File: src/rvx_pkg.sv
// Shared types, constants and helpers for the RV64IM execute stage.
// Used by every module under src; depends on nothing.
`default_nettype none
package rvx_pkg;

  localparam int XLEN = 64;
  localparam int PCW = 62;
  localparam int NUM_CELLS = XLEN;

  typedef enum logic [4:0] {
    CMD_ADD    = 5'd0,
    CMD_SUB    = 5'd1,
    CMD_MUL    = 5'd2,
    CMD_MULH   = 5'd3,
    CMD_DIV    = 5'd4,
    CMD_REM    = 5'd5,
    CMD_SLL    = 5'd6,
    CMD_SRL    = 5'd7,
    CMD_SRA    = 5'd8,
    CMD_AND    = 5'd9,
    CMD_OR     = 5'd10,
    CMD_XOR    = 5'd11,
    CMD_SLT    = 5'd12,
    CMD_ADDIW  = 5'd13,
    CMD_BEQ    = 5'd14,
    CMD_BNE    = 5'd15,
    CMD_BLT    = 5'd16,
    CMD_BGE    = 5'd17,
    CMD_PASS_A = 5'd18,
    CMD_PASS_B = 5'd19,
    CMD_ADDW   = 5'd20,
    CMD_SUBW   = 5'd21,
    CMD_MULW   = 5'd22,
    CMD_DIVW   = 5'd23,
    CMD_SLLIW  = 5'd24
  } cmd_t;

  // Which value the finishing stage delivers.
  typedef enum logic [2:0] {
    SEL_EARLY  = 3'd0,
    SEL_MUL_LO = 3'd1,
    SEL_MUL_HI = 3'd2,
    SEL_MULW   = 3'd3,
    SEL_DIV    = 3'd4,
    SEL_REM    = 3'd5,
    SEL_DIVW   = 3'd6
  } sel_t;

  // Everything one transaction carries along the chain of cells.
  typedef struct packed {
    logic [XLEN-1:0]   early;
    logic              taken;
    logic [PCW-1:0]    target;
    sel_t              sel;
    logic              neg_p;
    logic              neg_q;
    logic              neg_r;
    logic              div_zero;
    logic [2*XLEN-1:0] prod;
    logic [XLEN-1:0]   mcand;
    logic [XLEN-1:0]   drem;
    logic [XLEN-1:0]   dquo;
    logic [XLEN-1:0]   dsor;
  } cell_t;

  function automatic logic [XLEN-1:0] sext32(input logic [XLEN-1:0] v);
    return {{(XLEN-32){v[31]}}, v[31:0]};
  endfunction

  function automatic logic [XLEN-1:0] mag(input logic [XLEN-1:0] v);
    return v[XLEN-1] ? (~v + 1'b1) : v;
  endfunction

endpackage
`default_nettype wire

File: src/rvx_cell.sv
// One cell of the chain: a single multiply shift-add step and a single
// restoring divide step per transaction. Depends on rvx_pkg.
`default_nettype none
module rvx_cell (
  input  wire logic   clk,
  input  wire logic   rst_n,
  input  wire logic   en,
  input  wire logic   valid_in,
  input  rvx_pkg::cell_t data_in,
  output logic        valid_r,
  output rvx_pkg::cell_t data_r
);

  rvx_pkg::cell_t data_nxt;
  logic [rvx_pkg::XLEN:0] msum;
  logic [rvx_pkg::XLEN:0] rsh;
  logic [rvx_pkg::XLEN:0] trial;

  always_comb begin
    data_nxt = data_in;
    // Multiply: add the multiplicand when the current multiplier bit is set.
    msum = {1'b0, data_in.prod[2*rvx_pkg::XLEN-1:rvx_pkg::XLEN]}
         + (data_in.prod[0] ? {1'b0, data_in.mcand} : '0);
    data_nxt.prod = {msum, data_in.prod[rvx_pkg::XLEN-1:1]};
    // Divide: shift in the next dividend bit and try the subtraction.
    rsh = {data_in.drem, data_in.dquo[rvx_pkg::XLEN-1]};
    trial = rsh - {1'b0, data_in.dsor};
    data_nxt.drem = trial[rvx_pkg::XLEN] ? rsh[rvx_pkg::XLEN-1:0]
                                         : trial[rvx_pkg::XLEN-1:0];
    data_nxt.dquo = {data_in.dquo[rvx_pkg::XLEN-2:0], ~trial[rvx_pkg::XLEN]};
  end

  always_ff @(posedge clk) begin
    if (!rst_n) begin
      valid_r <= 1'b0;
    end else if (en) begin
      valid_r <= valid_in;
    end
  end

  always_ff @(posedge clk) begin
    if (en) begin
      data_r <= data_nxt;
    end
  end

endmodule
`default_nettype wire

File: config.mk
export PLATFORM = sky130hd
export DESIGN_NAME = rvx_cell
export DESIGN_NICKNAME = d
export VERILOG_FILES = /design/src/rvx_pkg.sv /design/src/rvx_cell.sv
export SDC_FILE = /design/constraint.sdc
export NUM_CORES = 1
export LEC_CHECK = 0
export ABC_AREA = 1
export BUFFER_PORTS_ARGS = -buffer_cell sky130_fd_sc_hd__buf_2
export CAP_MARGIN = 20
export CORE_AREA = 2 2 403 405
export CTS_BUF_LIST = sky130_fd_sc_hd__clkbuf_8
export DETAILED_ROUTE_END_ITERATION = 8
export DIE_AREA = 0 0 405 407
export PLACE_DENSITY = 0.36
export RECOVER_POWER = 25
export SLEW_MARGIN = 10
export SYNTH_ARGS = -nofsm -noshare
export SYNTH_HDL_FRONTEND = slang
export SYNTH_SLANG_ARGS = --single-unit
File: constraint.sdc
create_clock -name clk -period 6.35 [get_ports clk]
set_input_delay 1.27 -clock clk [delete_from_list [all_inputs] [get_ports clk]]
set_output_delay 1.27 -clock clk [all_outputs]
set_load 0.005 [all_outputs]
==> metrics.txt <==
outcome=complete, but fails checks; failing checks=max-capacitance violations, max-slew violations; P&R area growth vs syn=35.0%; largest net degree at the start of global routing=~120; Max Freq=201 MHz; Clock Path Buffers=3; hold depth=2; die area=165000 um^2; worst setup path class=primary input to flop; cell area after synthesis=~28000 um^2; core area=160000 um^2; Wirelength per Cell=23.4 um; TritonRoute pass-1 iters=5; reg-to-reg critical path endpoint=valid_r$_SDFFE_PN0P_; crit path max-delay cell type=clkdlybuf4s25_1; Setup TNS=0 ns; gr usage total=between 10% and 20%; first-pass GRT wire length=a little over 200000 um; RSZ-0062 raised after global routing=false; register area share after synthesis=55.4%; Vias/cell=slightly below 4; DP HPWL=about 130000 um; hold slack=~0.55 ns; chip width=just over 400 um; antenna-violating nets left=0; worst hold endpoint=valid_r$_SDFFE_PN0P_; CP peak stage delay=roughly 3.4 ns; Final min period=4.98 ns; Max-slew headroom=-206%; hold_sp=valid_r$_SDFFE_PN0P_; clk slew on worst S/H paths=0.06 ns; row cnt=147; Num CTS Buffers=106; reg2reg start=valid_r$_SDFFE_PN0P_; Lkg Pwr=about 0.018 uW; clk sink count=between 500 and 600; commonest non-fill, non-tap cell in the layout=nand2_1; Slew @ Worst Pin=~4.6 ns; most frequent cells in the layout=nand2_1 (1117), buf_2 (893), inv_1 (638); CP endpoint kind=flop; vias post-DR=between 20000 and 30000; Buf/Inv on CP=2; synth warn=0; nets@finish=around 5000; Fin Clk Skew=0 ns; CP delay by family, top=buffers and inverters; gpl congestion=0.917; Max Cap Viol=1; Worst R2R Setup Slack=about 5.7 ns; PortBufs=approximately 1000; hold_buf cts=0; crit path DAT=around 5.4 ns; fraction of layout cells with a size suffix above 1=24.3%; num ports=1041; DRC viols=0; CP required=approximately 6.8 ns; Die H=407 um; syn nets=between 3000 and 4000; power density over the cells=264 nW/um^2; Post-Route WL=about 150000 um; Hold Path Class=flop to flop; Worst setup SP type=primary input; CTS tree=done; Setup Fix Bufs, Post-CTS=0; Starting Density=between 10% and 20%; Yosys reg bits=between 500 and 600; Final setup violation count=0; Synth cell types=39; Fin. Hold Viols=0; DR iter-0 viols=1564; grt ovf=0; Tcrit/Tclk final=between 70% and 80%; Peak VDD IR=around 0.16 mV; antenna violations before repair=a little over 60; vias in the first global route=26800; worst skew pair latency=about 0.84 ns; Avg Synthesized Cell Area=8.73 um^2; R2R cell count=2; Final Max Tran Viols=72; cts repair resizes=0; H-tree depth=3; maximum fanout along the worst path=between 100 and 150; cells after synthesis=approximately 3200; root buffer cell=clkbuf_8; CP cell instances=clkdlybuf4s25_1 -> buf_12
worst max-delay path by stage:
stage                 startpoint  slack (ns)                     to  cells past startpoint
floorplan           data_in[256]        2.87  data_r[379]$_DFFE_PP_                     15
global placement    data_in[256]        1.09  data_r[378]$_DFFE_PP_                     15
detailed placement  data_in[256]        1.12  data_r[378]$_DFFE_PP_                     15
CTS                 data_in[256]        2.08  data_r[378]$_DFFE_PP_                     15
global route                  en        1.08  data_r[106]$_DFFE_PP_                      2
finish                        en        1.37  data_r[222]$_DFFE_PP_                      2
tightest hold or removal path: stages, from the launching register on:
cell     delay, ns
dfxtp_1       0.32
o21ai_0       0.08
a21oi_1       0.11
cell usage after synthesis:
cell	count	share of area (%)
clkinv_1	1	0.013
o211a_1	1	0.036
o21a_1	6	0.16
buf_4	1	0.027
ha_1	128	5.7
xor2_1	63	2.0
buf_6	1	0.040
nor4_1	5	0.11
nand2_2	29	0.65
or2_2	1	0.022
fa_1	2	0.14
xnor2_1	4	0.12
nand3_1	121	2.2
clkbuf_1	3	0.040
buf_12	3	0.21
buf_8	2	0.11
o21ai_0	68	1.2
o21bai_1	22	0.59
or2_1	1	0.022
nand2_1	1117	15
nor2_1	270	3.6
a31o_2	1	0.031
edfxtp_1	518	55
buf_1	4	0.053
nor2_2	7	0.16
nor2_4	1	0.040
buf_2	6	0.11
nor3_1	21	0.37
a21o_1	4	0.11
dfxtp_1	1	0.071
inv_1	607	8.1
nand2_4	1	0.040
and3_1	2	0.044
nand3b_1	3	0.080
inv_2	4	0.053
nand4_1	29	0.65
a21boi_0	5	0.13
nor4_2	1	0.044
a21oi_1	157	2.8
sequential cells by signal (all words and copies together), names as in the netlist:
register  count
data_r      518
valid_r       1
report_power, final:
group,total [uW],internal (uW),switching (uW)
registers,4310,4180,130
logic,2060,679,1380
clock network,3650,1950,1700
total,10000,6810,3210
metal layers:
layer	GRT usage, %	vias up	routed length, um
li1	-	12600	-
met1	18.6	12300	56400
met2	34.3	1007	82300
met3	5.78	221	11600
met4	5.08	40	4080
met5	0	-	267
cell families (layout without fill, tap and decap cells):
family,after synthesis,in the layout,share of synthesized area (%)
AO/OA/AOI/OAI,264,264,5.06
AND/OR/NAND/NOR,1609,1609,22.9
buffers and inverters,632,1849,8.75
other,0,22,0
flip-flops,519,519,55.4
adder cells (fa/ha/maj),130,130,5.84
XOR/XNOR,67,67,2.09
area by class of cell:
| type | count | area (um^2) |
|---|---|---|
| inverters | 612 | 2300 |
| flip-flops and latches | 519 | 15600 |
| clock buffers | 111 | 1530 |
| well taps | 2160 | 2700 |
| fillers | 18000 | 122000 |
| multi-input cells | 2070 | 10100 |
| diodes | 22 | 55.1 |
| clock inverters | 79 | 599 |
| repair buffers | 1047 | 5130 |
through the flow:
step / total power [uW] / setup WS (ns) / util [%] / instance area, um^2 / std cells
2_1_floorplan: 5230 / 2.87 / - / 28100 / 3221
3_3_place_gp: 6520 / 1.09 / 22.5 / 36000 / 6408
3_5_place_dp: 6500 / 1.12 / 22.5 / 36000 / 6408
4_1_cts: 10300 / 2.08 / 23.8 / 38100 / 6598
5_1_grt: 10600 / 1.08 / 23.7 / 38000 / 6609
6_report: 10000 / 1.37 / 23.7 / 38000 / 6620
No activity file was read; power rests on OpenSTA's default activity.
