`src/rvx_pkg.sv`:
```
// Shared types, constants and helpers for the RV64IM execute stage.
// Used by every module under src; depends on nothing.
`default_nettype none
package rvx_pkg;

  localparam int XLEN = 64;
  localparam int PCW = 62;
  localparam int NUM_CELLS = XLEN;

  typedef enum logic [4:0] {
    CMD_ADD    = 5'd0,
    CMD_SUB    = 5'd1,
    CMD_MUL    = 5'd2,
    CMD_MULH   = 5'd3,
    CMD_DIV    = 5'd4,
    CMD_REM    = 5'd5,
    CMD_SLL    = 5'd6,
    CMD_SRL    = 5'd7,
    CMD_SRA    = 5'd8,
    CMD_AND    = 5'd9,
    CMD_OR     = 5'd10,
    CMD_XOR    = 5'd11,
    CMD_SLT    = 5'd12,
    CMD_ADDIW  = 5'd13,
    CMD_BEQ    = 5'd14,
    CMD_BNE    = 5'd15,
    CMD_BLT    = 5'd16,
    CMD_BGE    = 5'd17,
    CMD_PASS_A = 5'd18,
    CMD_PASS_B = 5'd19,
    CMD_ADDW   = 5'd20,
    CMD_SUBW   = 5'd21,
    CMD_MULW   = 5'd22,
    CMD_DIVW   = 5'd23,
    CMD_SLLIW  = 5'd24
  } cmd_t;

  // Which value the finishing stage delivers.
  typedef enum logic [2:0] {
    SEL_EARLY  = 3'd0,
    SEL_MUL_LO = 3'd1,
    SEL_MUL_HI = 3'd2,
    SEL_MULW   = 3'd3,
    SEL_DIV    = 3'd4,
    SEL_REM    = 3'd5,
    SEL_DIVW   = 3'd6
  } sel_t;

  // Everything one transaction carries along the chain of cells.
  typedef struct packed {
    logic [XLEN-1:0]   early;
    logic              taken;
    logic [PCW-1:0]    target;
    sel_t              sel;
    logic              neg_p;
    logic              neg_q;
    logic              neg_r;
    logic              div_zero;
    logic [2*XLEN-1:0] prod;
    logic [XLEN-1:0]   mcand;
    logic [XLEN-1:0]   drem;
    logic [XLEN-1:0]   dquo;
    logic [XLEN-1:0]   dsor;
  } cell_t;

  function automatic logic [XLEN-1:0] sext32(input logic [XLEN-1:0] v);
    return {{(XLEN-32){v[31]}}, v[31:0]};
  endfunction

  function automatic logic [XLEN-1:0] mag(input logic [XLEN-1:0] v);
    return v[XLEN-1] ? (~v + 1'b1) : v;
  endfunction

endpackage
`default_nettype wire

```
`src/rvx_finish.sv`:
```
// Output stage: applies the sign corrections, selects the result and
// holds the output register. Depends on rvx_pkg.
`default_nettype none
module rvx_finish (
  input  wire logic                     clk,
  input  wire logic                     rst_n,
  input  wire logic                     en,
  input  wire logic                     valid_in,
  input  rvx_pkg::cell_t                data_in,
  output logic                          out_valid,
  output logic [rvx_pkg::XLEN-1:0]      out_result,
  output logic                          out_branch_taken,
  output logic [rvx_pkg::PCW-1:0]       out_branch_target
);

  logic [2*rvx_pkg::XLEN-1:0] prod_s;
  logic [rvx_pkg::XLEN-1:0] quo_s;
  logic [rvx_pkg::XLEN-1:0] rem_s;
  logic [rvx_pkg::XLEN-1:0] res_nxt;

  // Sign correction and result selection.
  always_comb begin
    prod_s = data_in.neg_p ? (~data_in.prod + 1'b1) : data_in.prod;
    if (data_in.div_zero) begin
      quo_s = '1;
    end else begin
      quo_s = data_in.neg_q ? (~data_in.dquo + 1'b1) : data_in.dquo;
    end
    rem_s = data_in.neg_r ? (~data_in.drem + 1'b1) : data_in.drem;
    case (data_in.sel)
      rvx_pkg::SEL_EARLY:  res_nxt = data_in.early;
      rvx_pkg::SEL_MUL_LO: res_nxt = prod_s[rvx_pkg::XLEN-1:0];
      rvx_pkg::SEL_MUL_HI: res_nxt = prod_s[2*rvx_pkg::XLEN-1:rvx_pkg::XLEN];
      rvx_pkg::SEL_MULW:   res_nxt = rvx_pkg::sext32(prod_s[rvx_pkg::XLEN-1:0]);
      rvx_pkg::SEL_DIV:    res_nxt = quo_s;
      rvx_pkg::SEL_REM:    res_nxt = rem_s;
      rvx_pkg::SEL_DIVW:   res_nxt = rvx_pkg::sext32(quo_s);
      default:             res_nxt = data_in.early;
    endcase
  end

  always_ff @(posedge clk) begin
    if (!rst_n) begin
      out_valid <= 1'b0;
    end else if (en) begin
      out_valid <= valid_in;
    end
  end

  always_ff @(posedge clk) begin
    if (en) begin
      out_result <= res_nxt;
      out_branch_taken <= data_in.taken;
      out_branch_target <= data_in.target;
    end
  end

endmodule
`default_nettype wire

```
`config.mk`:
```
export PLATFORM = sky130hd
export DESIGN_NAME = rvx_finish
export DESIGN_NICKNAME = d
export VERILOG_FILES = /design/src/rvx_pkg.sv /design/src/rvx_finish.sv
export SDC_FILE = /design/constraint.sdc
export NUM_CORES = 1
export LEC_CHECK = 0
export ABC_CLOCK_PERIOD_IN_PS = 9430
export BUFFER_PORTS_ARGS = -buffer_cell sky130_fd_sc_hd__buf_2
export CAP_MARGIN = 10
export CORE_AREA = 4 4 251 253
export DETAILED_ROUTE_END_ITERATION = 7
export DIE_AREA = 0 0 255 257
export GPL_TIMING_DRIVEN = 1
export PLACE_DENSITY = 0.51
export RECOVER_POWER = 25
export SKIP_CTS_REPAIR_TIMING = 1
export SYNTH_ARGS = -nofsm -noshare
export SYNTH_HDL_FRONTEND = slang
export SYNTH_SLANG_ARGS = --single-unit
```
`constraint.sdc`:
```
create_clock -name clk -period 9.43 [get_ports clk]
set_input_delay 1.886 -clock clk [delete_from_list [all_inputs] [get_ports clk]]
set_output_delay 1.886 -clock clk [all_outputs]
set_load 0.01 [all_outputs]
```
==> out/summary.txt, run 1 <==
run status -> finished with violations
failing checks -> max-capacitance violations, max-slew violations
Main synth FF type -> edfxtp_1
grt met2 use -> 0.391
fin nets -> 2617
chip height -> 257 um
Post-Syn Nets -> 2165
Synth top area share -> 0.283
FILL cells -> 6719
CP delay by family, top -> simple AND/OR/NAND/NOR gates
DR WL/cell -> 29.4 um
Most Crowded Layer GR -> met2
Layout area overhead -> 30.1%
I/O pin cnt -> 650
TritonRoute pass-1 iters -> 8
Yosys cell types -> 83
met3 usage -> 0.0793
sequential area share after synthesis -> 0.284
Via Count -> 16500
Peak VDD IR -> 71.4 uV
initial core utilization -> 0.221
synthesized instance count -> 1639
maximum root-to-sink buffer count -> 2
Setup Skew -> 0 ns
largest net degree at the start of global routing -> 69
placed cell area -> 16900 um^2
Worst Tran Pin Value -> 3.84 ns
first-pass GRT wire length -> 119000 um
slowest CP cell -> nor3_2
DP Worst Slack -> 3.22 ns
crit-path cells -> buf_2 -> or4_4 -> or4_4 -> or4_1 -> nor3_2 -> a211oi_1 -> a211oi_1 -> a41oi_1
final wirelength -> 85800 um
CTS Root Cell -> clkbuf_16
Post-synth EDFFs -> 127
final worst slack -> 3.67 ns
Final setup viols -> 0
worst skew pair latency -> 0.47 ns
DR iter-0 viols -> 1560
die span in x -> 255 um
Req. time, crit path -> 9.64 ns
Rows -> 91
PortBufs -> 521
number of global-route vias before repair -> 15700
CTS tree -> yes
ys async rst share -> 0
Avg Synthesized Cell Area -> 8.23 um^2
min cycle time layout -> 5.76 ns
GR Layer Usage met1 -> 0.337
dpl hpwl -> 70300 um
ratio of total power to cell area -> 118 nW/um^2
ANT nets after route -> 0
Fmax achieved -> 0.173 GHz
final worst-path cycle share -> 0.611
worst-path maximum fanout -> 17
Final Hold Fails -> 0
DRC -> 0
CTS Buf Count -> 17
Hold Crit Class -> flip-flop to flip-flop
Sink Count -> 128
Yosys Warn Count -> 0
total global routing overflow -> 0
Crit path buffers/inverters -> 1
Vias/cell -> 5.64
antenna violations before repair -> 62
worst rel slew slack -> -1.56
most frequent cell after synthesis -> nor2_1
H-Tree Depth -> 4
CP Capture Type -> flip-flop
clock slew at reported path FFs -> 0.07 ns
Post-Synthesis Cell Area -> 13500 um^2
Slew Viols, Final -> 62
crit path launch type -> input port
LEAKAGE -> 6.16 nW
synth top area cells -> edfxtp_1, xnor2_1, xor2_1, nor2_1, o21ai_0
synthesized flop and latch total -> 128
RSZ-0062 raised after global routing -> no
crit path kind -> input port to flip-flop
power consumption -> 2.08 mW
CP max stage delay -> 0.98 ns
Synth area leader -> edfxtp_1
TNS Setup -> 0 ns
GPL Wtd Cong -> 0.928
core area -> 61000 um^2
max-cap violations -> 1
final instance area -> 17600 um^2
DIE AREA -> 65500 um^2
GRT Resource Usage Total -> 0.251
layout cell share with drive strength beyond 1 -> 0.307
synth cell count leaders -> nor2_1, edfxtp_1, nand2_1, o21ai_0, xnor2_1
CP arrival -> 5.97 ns
-- path summary, 6_finish.rpt --
path                     startpoint                       end  slack [ns]  depth (start not counted)
min reg2reg  out_valid$_SDFFE_PN0P_    out_valid$_SDFFE_PN0P_        0.53                          2
max                    data_in[300]  out_result[37]$_DFFE_PP_        3.67                          8
min          out_valid$_SDFFE_PN0P_    out_valid$_SDFFE_PN0P_        0.53                          2
max reg2reg  out_valid$_SDFFE_PN0P_    out_valid$_SDFFE_PN0P_        8.75                          2
-- flip-flops by register name, indices dropped and copies added (netlist names) --
name	flops
out_valid	1
out_branch_target	62
out_branch_taken	1
out_result	64
-- metal layers --
layer	part of all wire	wire length, um
met5	0.0043	368
met1	0.44	37400
met3	0.092	7850
met2	0.45	38300
met4	0.023	1970
-- cells by family (layout without fill, tap and decap cells) --
kind of cell,Yosys count,after routing,synth area share
muxes,32,32,0.0247
xor gates and xnor gates,185,185,0.120
adders and majority gates,4,4,0.00371
other,0,28,0
buffers and inverters,138,603,0.0394
and+or+nand+nor,670,670,0.269
DFF,128,128,0.284
AOI/OAI and AO/OA,482,482,0.259
-- stage by stage --
| stage | instances | utilization | hold slack (ns) |
|---|---|---|---|
| floorplan | 1639 | - | 0.538 |
| global placement | 2862 | 0.277 | 0.493 |
| detailed placement | 2862 | 0.277 | 0.521 |
| CTS | 2894 | 0.287 | 0.532 |
| global route | 2908 | 0.287 | 0.597 |
| finish | 2922 | 0.288 | 0.531 |
-- worst reg2reg max path, cell delays in order, from the launching register on --
cell,delay [ns]
dfxtp_1,0.32
mux2i_1,0.06
nor2b_1,0.22
-- power breakdown --
part | leakage (nW) | internal [mW] | total (mW) | switching [mW]
Clock | 0.293 | 0.420 | 0.723 | 0.303
Combinational | 4.62 | 0.231 | 0.636 | 0.405
Sequential | 1.25 | 0.699 | 0.717 | 0.0189
Total | 6.16 | 1.35 | 2.08 | 0.727
-- cell type report --
cell class	count	area, um^2	share of cell area
Inverter	21	78.8	0.00449
Timing Repair Buffer	550	2820	0.161
Tap cell	790	988	0.0563
Multi-Input combinational cell	1373	9160	0.521
Clock buffer	18	429	0.0244
Antenna cell	28	70.1	0.00399
Clock inverter	14	183	0.0104
Sequential cell	128	3830	0.218
-- layout by cell type, fill, tap and decap left out, types with 20 or more instances in the layout --
master / count
buf_2: 518
nor2_1: 143
edfxtp_1: 127
nand2_1: 107
o21ai_0: 104
xnor2_1: 101
xor2_1: 84
nor3_1: 78
nor4_1: 55
or3_1: 53
o31ai_1: 52
o41ai_1: 47
a21oi_1: 43
or4_1: 37
nand3_1: 37
a31oi_1: 29
buf_4: 29
diode_2: 28
a211oi_1: 24
or2_2: 23
a41oi_1: 22
mux2i_1: 22
nand4_1: 21
nand2b_1: 21
inv_1: 20
(Power assumes the default switching activity.)
==> inputs of run 2 (changes only) <==
Settings changed: ABC_CLOCK_PERIOD_IN_PS 9430 to 4770, PLACE_DENSITY 0.51 to 0.53.
Clock period 9.43 ns to 4.77 ns, I/O delays scaled along.
==> out/summary.txt, run 2 (same netlist as run 1, synthesis figures left out) <==
most common cell after layout, fill and taps aside -> buf_2
DR WL/cell -> 28.8 um (-1.8%)
ratio of total power to cell area -> 225 nW/um^2 (+90%)
min cycle time layout -> 4.36 ns
Sink Count -> 128 (unchanged)
top flop regs -> out_result (64), out_branch_target (62)
CTS Buf Count -> 17 (unchanged)
GPL Wtd Cong -> 0.967 (+4.2%)
DP Worst Slack -> 0.0747 ns (-3.15 ns)
crit path launch type -> input port
dpl hpwl -> 72300 um (+2.7%)
DIE AREA -> 65500 um^2 (unchanged)
DR iter-0 viols -> 2000 (+28%)
chip height -> 257 um (unchanged)
Vias/cell -> 5.62 (-0.24%)
Final Hold Fails -> 0 (unchanged)
CP max stage delay -> 0.65 ns (-0.33 ns)
clock slew at reported path FFs -> 0.06 ns (about the same)
failing checks -> max-capacitance violations, max-slew violations
final wirelength -> 86900 um (+1.3%)
final core occ -> 0.300 (+0.0118)
CTS tree -> yes
worst-path maximum fanout -> 12 (-5)
placed cell area -> 17600 um^2 (+4.4%)
first-pass GRT wire length -> 120000 um (+1.5%)
H-Tree Depth -> 4 (unchanged)
die span in x -> 255 um (unchanged)
slowest CP cell -> or4_1
crit path kind -> input port to flip-flop
Setup Skew -> 0 ns (unchanged)
final worst slack -> 0.406 ns (-3.26 ns)
Gate power share -> 0.320 (+0.014)
number of global-route vias before repair -> 16200 (+3.2%)
most flop-heavy register -> out_result
Sw Share -> 0.364 (+0.0134)
layout cell share with drive strength beyond 1 -> 0.337 (+0.0304)
Worst Tran Pin Value -> 2.48 ns (-1.35 ns)
Rows -> 91 (unchanged)
TritonRoute pass-1 iters -> 6 (-2)
Peak VDD IR -> 148 uV (+110%)
Slew Viols, Final -> 93 (+50%)
Hold Crit Class -> flip-flop to flip-flop
run status -> finished with violations
TNS Setup -> 0 ns (unchanged)
CP arrival -> 4.55 ns (-1.42 ns)
commonest cells after routing, fill and taps aside -> buf_2, nor2_1, edfxtp_1, buf_4, nand2_1
RSZ-0062 raised after global routing -> no
dpl cells -> 2957 (+3.3%)
antenna violations before repair -> 51 (-18%)
PortBufs -> 521 (unchanged)
Req. time, crit path -> 4.96 ns (-4.68 ns)
max-cap violations -> 1 (unchanged)
final worst-path cycle share -> 0.915
ANT nets after route -> 0 (unchanged)
Internal -> 2.62 mW (+94%)
Via Count -> 17000 (+2.9%)
CP Capture Type -> flip-flop
Fmax achieved -> 0.229 GHz
LEAKAGE -> 6.62 nW (+7.5%)
CTS Root Cell -> clkbuf_16
Crit path buffers/inverters -> 3 (+2)
Post-Layout Cell Count -> 3015 (+3.2%)
worst skew pair latency -> 0.46 ns (about the same)
CP delay by family, top -> simple AND/OR/NAND/NOR gates
max reg flops -> 64 (unchanged)
Reg power frac -> 0.345 (about the same)
I/O pin cnt -> 650 (unchanged)
fin nets -> 2712 (+3.6%)
clock power share -> 0.336 (-0.012)
maximum root-to-sink buffer count -> 2 (unchanged)
largest net degree at the start of global routing -> 93 (+35%)
Final setup viols -> 0 (unchanged)
crit-path cells -> buf_2 -> or4_1 -> or4_1 -> or3_1 -> buf_4 -> nor3_1 -> buf_4 -> a311oi_1 -> o21ai_0 -> a31oi_1
worst rel slew slack -> -0.654 (+0.903)
core area -> 61000 um^2 (unchanged)
total global routing overflow -> 0 (unchanged)
GRT Resource Usage Total -> 0.254 (+0.00287)
final instance area -> 18300 um^2 (+4.1%)
Layout area overhead -> 35.5%
switching pwr -> 1.49 mW (+110%)
initial core utilization -> 0.221 (unchanged)
DRC -> 0 (unchanged)
==> run 2: changes by cell type in the layout (fill, tap and decap cells not counted), moves of 2 or more <==
cell and change:
buf_4 +92, inv_8 +4, buf_12 +3, clkbuf_1 -3
inv_6 +3, bufinv_16 -2, clkinv_4 -2, diode_2 -2
==> run 2: layer usage <==
metal | part of all wire | GRT usage | up-vias
li1 | - | - | 7628
met4 | 0.017 | 0.0544 | 46
met2 | 0.45 | 0.398 | 868
met1 | 0.44 | 0.343 | 8298
met5 | 0.0034 | 0 | -
met3 | 0.095 | 0.0801 | 114
==> run 2: cell type report <==
class | count | area [um^2]
timing repair buffer | 645 | 3570
clock inverter | 15 | 164
inverter | 21 | 78.8
multi-input combinational | 1373 | 9150
clock buffer | 17 | 425
sequential | 128 | 3830
tap | 790 | 988
antenna | 26 | 65.1
fill | 6646 | 42700
==> run 2: worst register-to-register path, stage by stage, from the launching register on <==
cell and delay [ns]:
dfxtp_1 0.33, mux2i_1 0.06, nor2b_1 0.19
==> run 2: through the flow <==
stage          power (mW)  hold slack [ns]
2_1_floorplan        1.99            0.538
3_3_place_gp         2.72            0.493
3_5_place_dp         2.72            0.528
4_1_cts              4.15            0.536
5_1_grt              4.30            0.576
6_report             4.11            0.534
==> run 2: path summary, 6_finish.rpt <==
| kind | startpoint | slack, ns | cells past startpoint | to |
|---|---|---|---|---|
| setup / recovery | data_in[271] | 0.41 | 10 | out_result[63]$_DFFE_PP_ |
| hold / removal | out_valid$_SDFFE_PN0P_ | 0.53 | 2 | out_valid$_SDFFE_PN0P_ |
| setup reg to reg | out_valid$_SDFFE_PN0P_ | 4.12 | 2 | out_valid$_SDFFE_PN0P_ |
| hold reg to reg | out_valid$_SDFFE_PN0P_ | 0.53 | 2 | out_valid$_SDFFE_PN0P_ |
==> run 2: power groups by stage <==
stage	clock, mW	sequential [mW]	combinational [mW]
final	1.38	1.42	1.31
after global routing	1.47	1.43	1.39
after CTS	1.44	1.42	1.29
after detailed placement	0	1.44	1.29
after global placement	0	1.44	1.28
after floorplan	0	1.49	0.493
